### src/rtl/core/assert_macros.svh
// ----------------------------------------------------------------------------
// Assertion macros
// Clocked implication checks with reset disable, shared by the core modules.
// ----------------------------------------------------------------------------
`ifndef ASSERT_MACROS_SVH
`define ASSERT_MACROS_SVH

// Same-cycle implication: when ante holds, cons holds on the same edge.
`define ASSERT_IMPL(label, clk, rst_n, ante, cons) \
	label: assert property (@(posedge clk) disable iff (!rst_n) (ante) |-> (cons)) \
		else $error("assertion failed");

// Next-cycle implication: when ante holds, cons holds on the following edge.
`define ASSERT_NEXT(label, clk, rst_n, ante, cons) \
	label: assert property (@(posedge clk) disable iff (!rst_n) (ante) |=> (cons)) \
		else $error("assertion failed");

`endif

### src/rtl/core/pca_pkg.sv
// ----------------------------------------------------------------------------
// pca_pkg
// Shared constants, register indexes, state encoding and the command and
// status bundles between the controller and the datapath.
// ----------------------------------------------------------------------------
package pca_pkg;

	// Default sizing
	localparam int MAX_ORDER_DEF      = 8;
	localparam int SAMPLE_BITS_DEF    = 16;
	localparam int COEF_FRAC_BITS_DEF = 16;
	localparam int COEF_INT_BITS      = 8;

	// Configuration port
	localparam int CFG_IDX_W = 3;

	typedef enum logic [CFG_IDX_W-1:0] {
		REG_MODE        = 3'd0,
		REG_ORDER       = 3'd1,
		REG_UPPER_LIMIT = 3'd2,
		REG_LOWER_LIMIT = 3'd3,
		REG_COEF_INDEX  = 3'd4,
		REG_COEF_VALUE  = 3'd5
	} pca_reg_t;

	// Sequencer states
	typedef enum logic [3:0] {
		ST_IDLE,
		ST_NUM,
		ST_DEN_FF,
		ST_DRAIN_Y,
		ST_CALC_Y,
		ST_DEN_FB,
		ST_DRAIN_FB,
		ST_CALC_FB,
		ST_EMIT
	} pca_state_t;

	// Controller to datapath
	typedef struct packed {
		logic start;    // latch sample, clear accumulator and tap counter
		logic issue;    // multiply one term and step the tap counter
		logic sel_den;  // term from denominator and output history, subtracted
		logic cnt_clr;  // rewind the tap counter
		logic calc_y;   // form the drive value, shift the histories
		logic calc_fb;  // form the new fed-back term
		logic emit;     // load the output register
	} pca_cmd_t;

	// Datapath to controller
	typedef struct packed {
		logic mode_aw;
		logic num_last;
		logic den_last;
		logic out_free;
	} pca_sts_t;

endpackage

### src/rtl/core/pca_in_if.sv
// ----------------------------------------------------------------------------
// pca_in_if
// Input sample channel: valid/ready handshake with one sample per word.
// ----------------------------------------------------------------------------
interface pca_in_if #(
	parameter int SAMPLE_BITS = pca_pkg::SAMPLE_BITS_DEF
);
	logic                          valid;
	logic                          ready;
	logic signed [SAMPLE_BITS-1:0] sample_in;

	modport source (output valid, output sample_in, input ready);
	modport sink   (input valid, input sample_in, output ready);
endinterface

### src/rtl/core/pca_out_if.sv
// ----------------------------------------------------------------------------
// pca_out_if
// Output drive channel: valid/ready handshake, drive value and clamp flag.
// ----------------------------------------------------------------------------
interface pca_out_if #(
	parameter int SAMPLE_BITS = pca_pkg::SAMPLE_BITS_DEF
);
	logic                          valid;
	logic                          ready;
	logic signed [SAMPLE_BITS-1:0] drive_out;
	logic                          saturated;

	modport source (output valid, output drive_out, output saturated, input ready);
	modport sink   (input valid, input drive_out, input saturated, output ready);
endinterface

### src/rtl/core/polynomial_controller_antiwindup_core.sv
// Sequencing: one sample word at a time; a new word is accepted only in idle,
//   once the previous drive word has gone to the output register.
// Arithmetic: the single shared multiply-accumulate steps through every
//   numerator and denominator tap for each word.
// Reset (arst_n low, asynchronous): histories, fed-back term and coefficients
//   cleared, order 1, plain mode, full-range limits; no clearing pass.
// ----------------------------------------------------------------------------
// polynomial_controller_antiwindup_core
// Polynomial controller with saturation-feedback anti-windup: one error
// sample in, one drive sample and clamp flag out per word.
// ----------------------------------------------------------------------------
module polynomial_controller_antiwindup_core #(
	parameter int MAX_ORDER      = pca_pkg::MAX_ORDER_DEF,
	parameter int SAMPLE_BITS    = pca_pkg::SAMPLE_BITS_DEF,
	parameter int COEF_FRAC_BITS = pca_pkg::COEF_FRAC_BITS_DEF,
	localparam int COEF_W        = pca_pkg::COEF_INT_BITS + COEF_FRAC_BITS,
	localparam int CFG_W         = (COEF_W > SAMPLE_BITS) ? COEF_W : SAMPLE_BITS
) (
	input  logic                          clk,
	input  logic                          arst_n,
	pca_in_if.sink                        in_ch,
	pca_out_if.source                     out_ch,
	input  logic                          cfg_we,
	input  logic [pca_pkg::CFG_IDX_W-1:0] cfg_index,
	input  logic [CFG_W-1:0]              cfg_data
);

	pca_pkg::pca_cmd_t cmd;
	pca_pkg::pca_sts_t sts;

	// Sequencer
	pca_ctrl u_ctrl (
		.clk      (clk),
		.arst_n   (arst_n),
		.in_valid (in_ch.valid),
		.in_ready (in_ch.ready),
		.sts      (sts),
		.cmd      (cmd)
	);

	// Arithmetic, state and output register
	pca_datapath #(
		.MAX_ORDER      (MAX_ORDER),
		.SAMPLE_BITS    (SAMPLE_BITS),
		.COEF_FRAC_BITS (COEF_FRAC_BITS),
		.CFG_W          (CFG_W)
	) u_datapath (
		.clk       (clk),
		.arst_n    (arst_n),
		.cmd       (cmd),
		.sts       (sts),
		.sample_in (in_ch.sample_in),
		.drive_out (out_ch.drive_out),
		.saturated (out_ch.saturated),
		.out_valid (out_ch.valid),
		.out_ready (out_ch.ready),
		.cfg_we    (cfg_we),
		.cfg_index (cfg_index),
		.cfg_data  (cfg_data)
	);

endmodule

### src/rtl/core/pca_ctrl.sv
// ----------------------------------------------------------------------------
// pca_ctrl
// Sequencer for the shared multiply-accumulate: numerator pass, denominator
// pass, result forming and hand-off to the output register.
// ----------------------------------------------------------------------------
`include "assert_macros.svh"

module pca_ctrl (
	input  logic                clk,
	input  logic                arst_n,
	input  logic                in_valid,
	output logic                in_ready,
	input  pca_pkg::pca_sts_t   sts,
	output pca_pkg::pca_cmd_t   cmd
);

	pca_pkg::pca_state_t state_q, state_nxt;

	// State register
	always_ff @(posedge clk or negedge arst_n) begin
		if (!arst_n) begin
			state_q <= pca_pkg::ST_IDLE;
		end else begin
			state_q <= state_nxt;
		end
	end

	// Next state
	always_comb begin
		state_nxt = state_q;
		unique case (state_q)
			pca_pkg::ST_IDLE: begin
				if (in_valid) state_nxt = pca_pkg::ST_NUM;
			end
			pca_pkg::ST_NUM: begin
				if (sts.num_last) begin
					state_nxt = sts.mode_aw ? pca_pkg::ST_DRAIN_Y : pca_pkg::ST_DEN_FF;
				end
			end
			pca_pkg::ST_DEN_FF: begin
				if (sts.den_last) state_nxt = pca_pkg::ST_DRAIN_Y;
			end
			pca_pkg::ST_DRAIN_Y: begin
				state_nxt = pca_pkg::ST_CALC_Y;
			end
			pca_pkg::ST_CALC_Y: begin
				state_nxt = sts.mode_aw ? pca_pkg::ST_DEN_FB : pca_pkg::ST_EMIT;
			end
			pca_pkg::ST_DEN_FB: begin
				if (sts.den_last) state_nxt = pca_pkg::ST_DRAIN_FB;
			end
			pca_pkg::ST_DRAIN_FB: begin
				state_nxt = pca_pkg::ST_CALC_FB;
			end
			pca_pkg::ST_CALC_FB: begin
				state_nxt = pca_pkg::ST_EMIT;
			end
			pca_pkg::ST_EMIT: begin
				if (sts.out_free) state_nxt = pca_pkg::ST_IDLE;
			end
			default: begin
				state_nxt = pca_pkg::ST_IDLE;
			end
		endcase
	end

	// Outputs
	always_comb begin
		cmd      = '0;
		in_ready = 1'b0;
		unique case (state_q)
			pca_pkg::ST_IDLE: begin
				in_ready  = 1'b1;
				cmd.start = in_valid;
			end
			pca_pkg::ST_NUM: begin
				cmd.issue   = 1'b1;
				cmd.cnt_clr = sts.num_last;
			end
			pca_pkg::ST_DEN_FF, pca_pkg::ST_DEN_FB: begin
				cmd.issue   = 1'b1;
				cmd.sel_den = 1'b1;
				cmd.cnt_clr = sts.den_last;
			end
			pca_pkg::ST_CALC_Y: begin
				cmd.calc_y = 1'b1;
			end
			pca_pkg::ST_CALC_FB: begin
				cmd.calc_fb = 1'b1;
			end
			pca_pkg::ST_EMIT: begin
				cmd.emit = sts.out_free;
			end
			default: begin
				cmd = '0;
			end
		endcase
	end

	`ASSERT_NEXT(a_start_goes_num, clk, arst_n, cmd.start, state_q == pca_pkg::ST_NUM)
	`ASSERT_IMPL(a_emit_needs_room, clk, arst_n, cmd.emit, sts.out_free)

endmodule

### src/rtl/core/pca_datapath.sv
// ----------------------------------------------------------------------------
// pca_datapath
// Configuration registers, coefficient stores, sample histories, the shared
// multiply-accumulate, saturation and limit clamp, and the output register.
// ----------------------------------------------------------------------------
`include "assert_macros.svh"

module pca_datapath #(
	parameter int MAX_ORDER      = pca_pkg::MAX_ORDER_DEF,
	parameter int SAMPLE_BITS    = pca_pkg::SAMPLE_BITS_DEF,
	parameter int COEF_FRAC_BITS = pca_pkg::COEF_FRAC_BITS_DEF,
	parameter int CFG_W          = pca_pkg::COEF_INT_BITS + pca_pkg::COEF_FRAC_BITS_DEF
) (
	input  logic                           clk,
	input  logic                           arst_n,
	input  pca_pkg::pca_cmd_t              cmd,
	output pca_pkg::pca_sts_t              sts,
	input  logic signed [SAMPLE_BITS-1:0]  sample_in,
	output logic signed [SAMPLE_BITS-1:0]  drive_out,
	output logic                           saturated,
	output logic                           out_valid,
	input  logic                           out_ready,
	input  logic                           cfg_we,
	input  logic [pca_pkg::CFG_IDX_W-1:0]  cfg_index,
	input  logic [CFG_W-1:0]               cfg_data
);

	localparam int SB      = SAMPLE_BITS;
	localparam int COEF_W  = pca_pkg::COEF_INT_BITS + COEF_FRAC_BITS;
	localparam int PROD_W  = COEF_W + SB;
	localparam int ACC_W   = PROD_W + $clog2(2 * MAX_ORDER + 1) + 1;
	localparam int CW      = $clog2(MAX_ORDER + 1);
	localparam int HW      = (MAX_ORDER > 1) ? $clog2(MAX_ORDER) : 1;
	localparam int CIDX_W  = $clog2(2 * MAX_ORDER + 1);

	localparam logic signed [ACC_W-1:0] SAT_HI = {{(ACC_W-SB+1){1'b0}}, {(SB-1){1'b1}}};
	localparam logic signed [ACC_W-1:0] SAT_LO = {{(ACC_W-SB+1){1'b1}}, {(SB-1){1'b0}}};

	// Configuration state
	logic                     mode_q;
	logic [CW-1:0]            order_q;
	logic signed [SB-1:0]     upper_q;
	logic signed [SB-1:0]     lower_q;
	logic [CIDX_W-1:0]        coef_idx_q;
	logic signed [COEF_W-1:0] num_q [MAX_ORDER+1];
	logic signed [COEF_W-1:0] den_q [MAX_ORDER];

	// Histories and working registers
	logic signed [SB-1:0]     ih_q [MAX_ORDER];
	logic signed [SB-1:0]     oh_q [MAX_ORDER];
	logic signed [SB-1:0]     fb_q;
	logic signed [SB-1:0]     x_q;
	logic [CW-1:0]            cnt_q;
	logic signed [PROD_W-1:0] p_s1;
	logic                     v_s1;
	logic                     sub_s1;
	logic signed [ACC_W-1:0]  acc_q;
	logic signed [SB-1:0]     y_q;
	logic                     flag_q;
	logic                     out_valid_q;
	logic signed [SB-1:0]     drive_q;
	logic                     sat_q;

	logic                     hist_clr;
	logic [CW-1:0]            taps;
	logic [HW-1:0]            idx_h;
	logic [HW-1:0]            idx_m1;
	logic signed [COEF_W-1:0] coef_sel;
	logic signed [SB-1:0]     samp_sel;
	logic signed [PROD_W-1:0] prod;
	logic signed [ACC_W-1:0]  acc_sh;
	logic signed [SB-1:0]     acc_sat;
	logic signed [SB:0]       sum_fb;
	logic signed [SB:0]       clamp_hi;
	logic signed [SB:0]       clamp_y;
	logic signed [SB-1:0]     y_nxt;
	logic                     flag_nxt;

	assign hist_clr = cfg_we && ((cfg_index == pca_pkg::REG_MODE) ||
	                             (cfg_index == pca_pkg::REG_ORDER));

	// Scalar configuration registers
	always_ff @(posedge clk or negedge arst_n) begin
		if (!arst_n) begin
			mode_q     <= 1'b0;
			order_q    <= CW'(1);
			upper_q    <= {1'b0, {(SB-1){1'b1}}};
			lower_q    <= {1'b1, {(SB-1){1'b0}}};
			coef_idx_q <= '0;
		end else if (cfg_we) begin
			case (cfg_index)
				pca_pkg::REG_MODE:        mode_q     <= cfg_data[0];
				pca_pkg::REG_ORDER:       order_q    <= cfg_data[CW-1:0];
				pca_pkg::REG_UPPER_LIMIT: upper_q    <= cfg_data[SB-1:0];
				pca_pkg::REG_LOWER_LIMIT: lower_q    <= cfg_data[SB-1:0];
				pca_pkg::REG_COEF_INDEX:  coef_idx_q <= cfg_data[CIDX_W-1:0];
				default: ;
			endcase
		end
	end

	// Coefficient stores; an index past the denominator range stores nothing
	always_ff @(posedge clk or negedge arst_n) begin
		if (!arst_n) begin
			for (int j = 0; j <= MAX_ORDER; j++) num_q[j] <= '0;
			for (int j = 0; j < MAX_ORDER; j++) den_q[j] <= '0;
		end else if (cfg_we && (cfg_index == pca_pkg::REG_COEF_VALUE)) begin
			for (int j = 0; j <= MAX_ORDER; j++) begin
				if (coef_idx_q == CIDX_W'(j)) num_q[j] <= cfg_data[COEF_W-1:0];
			end
			for (int j = 0; j < MAX_ORDER; j++) begin
				if (coef_idx_q == CIDX_W'(j + MAX_ORDER + 1)) den_q[j] <= cfg_data[COEF_W-1:0];
			end
		end
	end

	// Taps in use: zero acts as one, anything above the maximum as the maximum
	always_comb begin
		if (order_q == '0) begin
			taps = CW'(1);
		end else if (order_q > CW'(MAX_ORDER)) begin
			taps = CW'(MAX_ORDER);
		end else begin
			taps = order_q;
		end
	end

	assign sts.mode_aw  = mode_q;
	assign sts.num_last = (cnt_q == taps);
	assign sts.den_last = (cnt_q == taps - CW'(1));
	assign sts.out_free = !out_valid_q || out_ready;

	// Tap counter
	always_ff @(posedge clk or negedge arst_n) begin
		if (!arst_n) begin
			cnt_q <= '0;
		end else if (cmd.start || cmd.cnt_clr) begin
			cnt_q <= '0;
		end else if (cmd.issue) begin
			cnt_q <= cnt_q + CW'(1);
		end
	end

	// Operand selection
	assign idx_h  = cnt_q[HW-1:0];
	assign idx_m1 = idx_h - HW'(1);

	always_comb begin
		if (cmd.sel_den) begin
			coef_sel = den_q[idx_h];
			samp_sel = oh_q[idx_h];
		end else begin
			coef_sel = num_q[cnt_q];
			samp_sel = (cnt_q == '0) ? x_q : ih_q[idx_m1];
		end
	end

	assign prod = coef_sel * samp_sel;

	// Sample latch
	always_ff @(posedge clk) begin
		if (cmd.start) x_q <= sample_in;
	end

	// Product stage
	always_ff @(posedge clk or negedge arst_n) begin
		if (!arst_n) begin
			v_s1   <= 1'b0;
			sub_s1 <= 1'b0;
		end else begin
			v_s1   <= cmd.issue;
			sub_s1 <= cmd.sel_den;
		end
	end

	always_ff @(posedge clk) begin
		if (cmd.issue) p_s1 <= prod;
	end

	// Accumulator
	always_ff @(posedge clk) begin
		if (cmd.start || cmd.calc_y) begin
			acc_q <= '0;
		end else if (v_s1) begin
			acc_q <= sub_s1 ? acc_q - ACC_W'(p_s1) : acc_q + ACC_W'(p_s1);
		end
	end

	// Floor shift and saturate to the sample range
	assign acc_sh = acc_q >>> COEF_FRAC_BITS;

	always_comb begin
		if (acc_sh > SAT_HI) begin
			acc_sat = {1'b0, {(SB-1){1'b1}}};
		end else if (acc_sh < SAT_LO) begin
			acc_sat = {1'b1, {(SB-1){1'b0}}};
		end else begin
			acc_sat = acc_sh[SB-1:0];
		end
	end

	// Limit clamp: upper first, then lower (signed compares)
	assign sum_fb   = {acc_sat[SB-1], acc_sat} + {fb_q[SB-1], fb_q};
	assign clamp_hi = (sum_fb > $signed({upper_q[SB-1], upper_q})) ?
	                  {upper_q[SB-1], upper_q} : sum_fb;
	assign clamp_y  = (clamp_hi < $signed({lower_q[SB-1], lower_q})) ?
	                  {lower_q[SB-1], lower_q} : clamp_hi;

	always_comb begin
		if (mode_q) begin
			y_nxt    = clamp_y[SB-1:0];
			flag_nxt = (clamp_y != sum_fb);
		end else begin
			y_nxt    = acc_sat;
			flag_nxt = 1'b0;
		end
	end

	always_ff @(posedge clk) begin
		if (cmd.calc_y) begin
			y_q    <= y_nxt;
			flag_q <= flag_nxt;
		end
	end

	// Histories and fed-back term
	always_ff @(posedge clk or negedge arst_n) begin
		if (!arst_n) begin
			for (int j = 0; j < MAX_ORDER; j++) begin
				ih_q[j] <= '0;
				oh_q[j] <= '0;
			end
			fb_q <= '0;
		end else if (hist_clr) begin
			for (int j = 0; j < MAX_ORDER; j++) begin
				ih_q[j] <= '0;
				oh_q[j] <= '0;
			end
			fb_q <= '0;
		end else if (cmd.calc_y) begin
			for (int j = MAX_ORDER - 1; j > 0; j--) begin
				ih_q[j] <= ih_q[j-1];
				oh_q[j] <= oh_q[j-1];
			end
			ih_q[0] <= x_q;
			oh_q[0] <= y_nxt;
		end else if (cmd.calc_fb) begin
			fb_q <= acc_sat;
		end
	end

	// Output register
	always_ff @(posedge clk or negedge arst_n) begin
		if (!arst_n) begin
			out_valid_q <= 1'b0;
		end else if (cmd.emit) begin
			out_valid_q <= 1'b1;
		end else if (out_ready) begin
			out_valid_q <= 1'b0;
		end
	end

	always_ff @(posedge clk) begin
		if (cmd.emit) begin
			drive_q <= y_q;
			sat_q   <= flag_q;
		end
	end

	assign out_valid = out_valid_q;
	assign drive_out = drive_q;
	assign saturated = sat_q;

	`ASSERT_IMPL(a_calc_after_drain, clk, arst_n, cmd.calc_y || cmd.calc_fb, !v_s1)
	`ASSERT_IMPL(a_tap_in_range, clk, arst_n, cmd.issue, cnt_q <= taps)
	`ASSERT_NEXT(a_clamp_in_limits, clk, arst_n, cmd.calc_y && mode_q && (lower_q <= upper_q), (y_q <= upper_q) && (y_q >= lower_q))

endmodule

### src/flat_wrapper.sv
// flat-port wrapper written by rule: the top's interface ports become plain ports
module polynomial_controller_antiwindup_core_flat 
#(
	parameter int MAX_ORDER      = pca_pkg::MAX_ORDER_DEF,
	parameter int SAMPLE_BITS    = pca_pkg::SAMPLE_BITS_DEF,
	parameter int COEF_FRAC_BITS = pca_pkg::COEF_FRAC_BITS_DEF,
	localparam int COEF_W        = pca_pkg::COEF_INT_BITS + COEF_FRAC_BITS,
	localparam int CFG_W         = (COEF_W > SAMPLE_BITS) ? COEF_W : SAMPLE_BITS
)
  (clk, arst_n, cfg_we, cfg_index, cfg_data, in_ch_valid, in_ch_sample_in, in_ch_ready, out_ch_valid, out_ch_drive_out, out_ch_saturated, out_ch_ready);
  pca_in_if #(.SAMPLE_BITS(SAMPLE_BITS)) in_ch_i ();
  pca_out_if #(.SAMPLE_BITS(SAMPLE_BITS)) out_ch_i ();
  input  logic clk;
  input  logic arst_n;
  input  logic cfg_we;
  input  logic [pca_pkg::CFG_IDX_W-1:0] cfg_index;
  input  logic [CFG_W-1:0] cfg_data;
  input wire logic [$bits(in_ch_i.valid)-1:0] in_ch_valid;
  input wire logic [$bits(in_ch_i.sample_in)-1:0] in_ch_sample_in;
  output wire logic [$bits(in_ch_i.ready)-1:0] in_ch_ready;
  output wire logic [$bits(out_ch_i.valid)-1:0] out_ch_valid;
  output wire logic [$bits(out_ch_i.drive_out)-1:0] out_ch_drive_out;
  output wire logic [$bits(out_ch_i.saturated)-1:0] out_ch_saturated;
  input wire logic [$bits(out_ch_i.ready)-1:0] out_ch_ready;
  assign in_ch_i.valid = in_ch_valid;
  assign in_ch_i.sample_in = in_ch_sample_in;
  assign in_ch_ready = in_ch_i.ready;
  assign out_ch_valid = out_ch_i.valid;
  assign out_ch_drive_out = out_ch_i.drive_out;
  assign out_ch_saturated = out_ch_i.saturated;
  assign out_ch_i.ready = out_ch_ready;
  polynomial_controller_antiwindup_core #(.MAX_ORDER(MAX_ORDER), .SAMPLE_BITS(SAMPLE_BITS), .COEF_FRAC_BITS(COEF_FRAC_BITS)) u_core (.clk(clk), .arst_n(arst_n), .in_ch(in_ch_i), .out_ch(out_ch_i), .cfg_we(cfg_we), .cfg_index(cfg_index), .cfg_data(cfg_data));
endmodule
### config.mk
export PLATFORM = sky130hd
export DESIGN_NAME = polynomial_controller_antiwindup_core_flat
export DESIGN_NICKNAME = d
export VERILOG_FILES = /design/src/rtl/core/pca_pkg.sv /design/src/rtl/core/pca_in_if.sv /design/src/rtl/core/pca_out_if.sv /design/src/rtl/core/polynomial_controller_antiwindup_core.sv /design/src/rtl/core/pca_ctrl.sv /design/src/rtl/core/pca_datapath.sv /design/src/flat_wrapper.sv
export VERILOG_INCLUDE_DIRS = /design/src /design/src/rtl/core
export SDC_FILE = /design/constraint.sdc
export NUM_CORES = 2
export LEC_CHECK = 0
export BUFFER_PORTS_ARGS = -buffer_cell sky130_fd_sc_hd__buf_2
export CAP_MARGIN = 10
export CORE_ASPECT_RATIO = 0.6
export CORE_MARGIN = 2
export CORE_UTILIZATION = 50
export CTS_CLUSTER_DIAMETER = 100
export DETAILED_ROUTE_END_ITERATION = 6
export PLACE_DENSITY = 0.65
export SETUP_SLACK_MARGIN = 0.1
export SYNTH_ARGS = -nofsm -noshare
export SYNTH_HDL_FRONTEND = slang
export SYNTH_SLANG_ARGS = --single-unit
### constraint.sdc
create_clock -name clk -period 9.8 [get_ports clk]
set_clock_uncertainty 0.05 [all_clocks]
set_input_delay 0.49 -clock clk [delete_from_list [all_inputs] [get_ports clk]]
set_output_delay 0.49 -clock clk [all_outputs]
set_load 0.01 [all_outputs]
==> results.md <==
* Async SR Flop Fraction at 0.843
* TNS Setup at 0 ns
* Top cell type's share of synthesized area at 0.315
* Drt wl/cell at 22.2 µm
* Total GRT Usage at 0.266
* CTS root buf: clkbuf_16
* Post-DRT Antenna Nets at 0
* CP max FO at 35
* Post-Route WL at ~150000 µm
* Critical R2R Capture: u_core.u_datapath.flag_q
* Flop-to-flop setup slack at between 0.6 and 0.7 ns
* FILL cells at 9639
* First-pass iteration count of the detailed router at 6
* Io pins at 67
* Worst Hold Launch: out_ch_ready
* Unique masters post-synth at 88
* Post-route DRC violation count at 0
* DR vias at between 30k and 40k
* Simple-gate portion of the synthesized area at 0.108
* Synth cell count leaders: nand2_1 (858), dfrtp_1 (716), a21oi_1 (464), mux2_2 (451), inv_1 (442)
* Die X at 440 µm
* Dpl hpwl at 107000 µm
* Crit-path max cell delay at approximately 0.5 ns
* Syn avg cell area at 10.6 µm²
* Sequential area share after synthesis at 0.386
* CP Launch Type: register
* Slew HR at 0.131
* Core area at 112000 µm²
* Die area at ~120000 µm²
* Resized Gates After CTS at 0
* Post-CTS Setup Repair Bufs at 0
* Initial Util at 0.507
* Hold Path Class: primary input to register
* Vias in the first global route at roughly 40k
* RSZ-0062 raised after global routing: no
* Post-synthesis instance total at 5379
* First-pass GRT wire length at 240000 µm
* Critical Path Sink Type: register
* Vias per inst at 5.77
* Fin crit share at 0.937
* Max cap viols at 0
* CTS clock-pin slew for the worst setup and hold paths at 0.07 ns
* CTS HTree Levels at 3
* Endpoints failing setup at 0
* Cell row count at 95
* Clk Latency, worst-skew pair at 0.69 ns
* EDFF count, synth at 90
* CTS Buf Count at 83
* Initial drt markers at 4246
* Min Tclk post-route at 9.19 ns
* Most common cell in the synthesized netlist: nand2_1
* Xor-xnor portion of the synthesized cell area at 0.0250
* Ys flop type: dfrtp_1
* Largest net degree at the start of global routing at 155
* Synth Area in Compound Gates at 0.0826
* CP endpoint: u_core.u_datapath.flag_q
* Nets@finish at between 5k and 6k
* Largest family of logic cells by synthesized area: adder cells
* Fmax at 0.109 GHz
* Post-Synthesis Net Count at 5999
* Initial antenna violation count at 8
* Post-synth top area cell: dfrtp_1
* Synth Area in Adders at 0.175
* Synth area leaders: dfrtp_1 (31%), fa_1 (13%), mux2_2 (8.9%)
* GPL Wtd Cong at around 0.99
* Mapped Area at about 57000 µm²
* CP Launch Point: u_core.u_datapath.acc_q[33]
* Mux contribution to synthesized area at 0.173
* Pins Over Slew Limit at 0
* Critical Setup Path Class: register to register
* Fin. Hold Viols at 0
* Port Buffers at 66
* Layout cells sized above 1 at 0.184
* Critical path's slowest cell: a21oi_1
* Worst Path Required at 10.13 ns
* FF-to-FF Start: u_core.u_datapath.acc_q[33]
* Post-CTS Hold Buffers at 17
* CTS max path bufs at 3
* Reg2reg path depth at 34
* CP arrival at 9.52 ns
* Status: finished, final reports clean
* Die H at roughly 270 µm
* Worst slew pin tran at about 1.3 ns
* Post-synthesis register bit count at between 800 and 900
* Syn-to-layout area delta at 9.18%
* Global route total overflow at 0
* YS warnings at 0
* CTS tree: done
* CTS sink cnt at slightly below 900
## cells in the final DEF (no fill, tap or decap), drive strengths merged, types with 23 or more instances in the layout
| master | n |
|---|---|
| nand2 | 858 |
| dfrtp | 716 |
| a21oi | 464 |
| mux2 | 453 |
| inv | 447 |
| nor2 | 394 |
| fa | 376 |
| ha | 196 |
| buf | 178 |
| mux4 | 160 |
| xnor2 | 123 |
| clkbuf | 123 |
| o21ai | 117 |
| mux2i | 113 |
| edfxtp | 90 |
| a21o | 81 |
| nand2b | 48 |
| dfxtp | 46 |
| nor3 | 41 |
| xor2 | 36 |
| nand3 | 26 |
| nand4 | 25 |
| a211oi | 24 |
| o21a | 23 |
## how the worst min path moves through the flow
| stage | slack [ns] | endpoint | depth (start not counted) |
|---|---|---|---|
| 3_5_place_dp | 0.35 | u_core.u_datapath.drive_out[13] | 0 |
| 3_3_place_gp | 0.35 | u_core.u_datapath.drive_out[10] | 0 |
| 6_report | 0.12 | u_core.u_datapath.out_valid | 3 |
| 4_1_cts | 0.11 | u_core.u_datapath.out_valid | 3 |
| 2_1_floorplan | 0.14 | u_core.u_ctrl.state_q[0] | 0 |
| 5_1_grt | 0.13 | u_core.u_datapath.out_valid | 3 |
## layer usage
metal | up-vias | share of wire | GRT usage
met5 | - | 0.00014 | 0
met4 | 4 | 0.016 | 0.0484
met3 | 166 | 0.095 | 0.0761
met2 | 1374 | 0.41 | 0.373
met1 | 20300 | 0.47 | 0.412
li1 | 18100 | - | -
## critical path: cells and delay by family, from the launching register on
family,cells,cell delay [ns]
and+or+nand+nor,6,1.28
buffers and inverters,6,1.18
muxes,3,0.91
AOI/OAI and AO/OA,15,3.79
DFF,1,0.34
adders and majority gates,4,1.30
## final cells by class
cell class,count,area [µm²],area share
well taps,1503,1880,0.0302
diodes,5,12.5,0.000201
repair buffers,195,1460,0.0235
clock buffers,123,2420,0.0390
clock inverters,32,397,0.00638
multi-input cells,3749,32300,0.520
inverters,444,1670,0.0269
flip-flops and latches,869,22000,0.354
## registers in the layout (all words and copies together) (netlist names), 40 cells and up
name and flops:
u_core.u_datapath.acc_q 46, u_core.u_datapath.den_q 192, u_core.u_datapath.ih_q 128, u_core.u_datapath.num_q 216
u_core.u_datapath.oh_q 128, u_core.u_datapath.p_s1 40
## kinds of logic after synthesis
kind of cell,after synthesis
flip-flops,869
AND/OR/NAND/NOR,1479
XOR/XNOR,160
buffers and inverters,761
multiplexers,726
AO/OA/AOI/OAI,812
adder cells (fa/ha/maj),572
## per-stage QoR
stage                     setup WS, ns  instances   util  hold slack [ns]  cell area (µm²)
after floorplan                  0.383       5379      -            0.144            57000
after global placement           0.945       6743  0.526            0.354            59200
after detailed placement         0.805       6743  0.526            0.355            59200
after CTS                        0.767       6915  0.553            0.105            62200
after global routing             0.143       6916  0.553            0.130            62200
final                            0.613       6920  0.553            0.120            62200
Power is left out: the tool's default activity adds up to more than one toggle a clock period on the data nets, which glitch-free logic cannot reach.
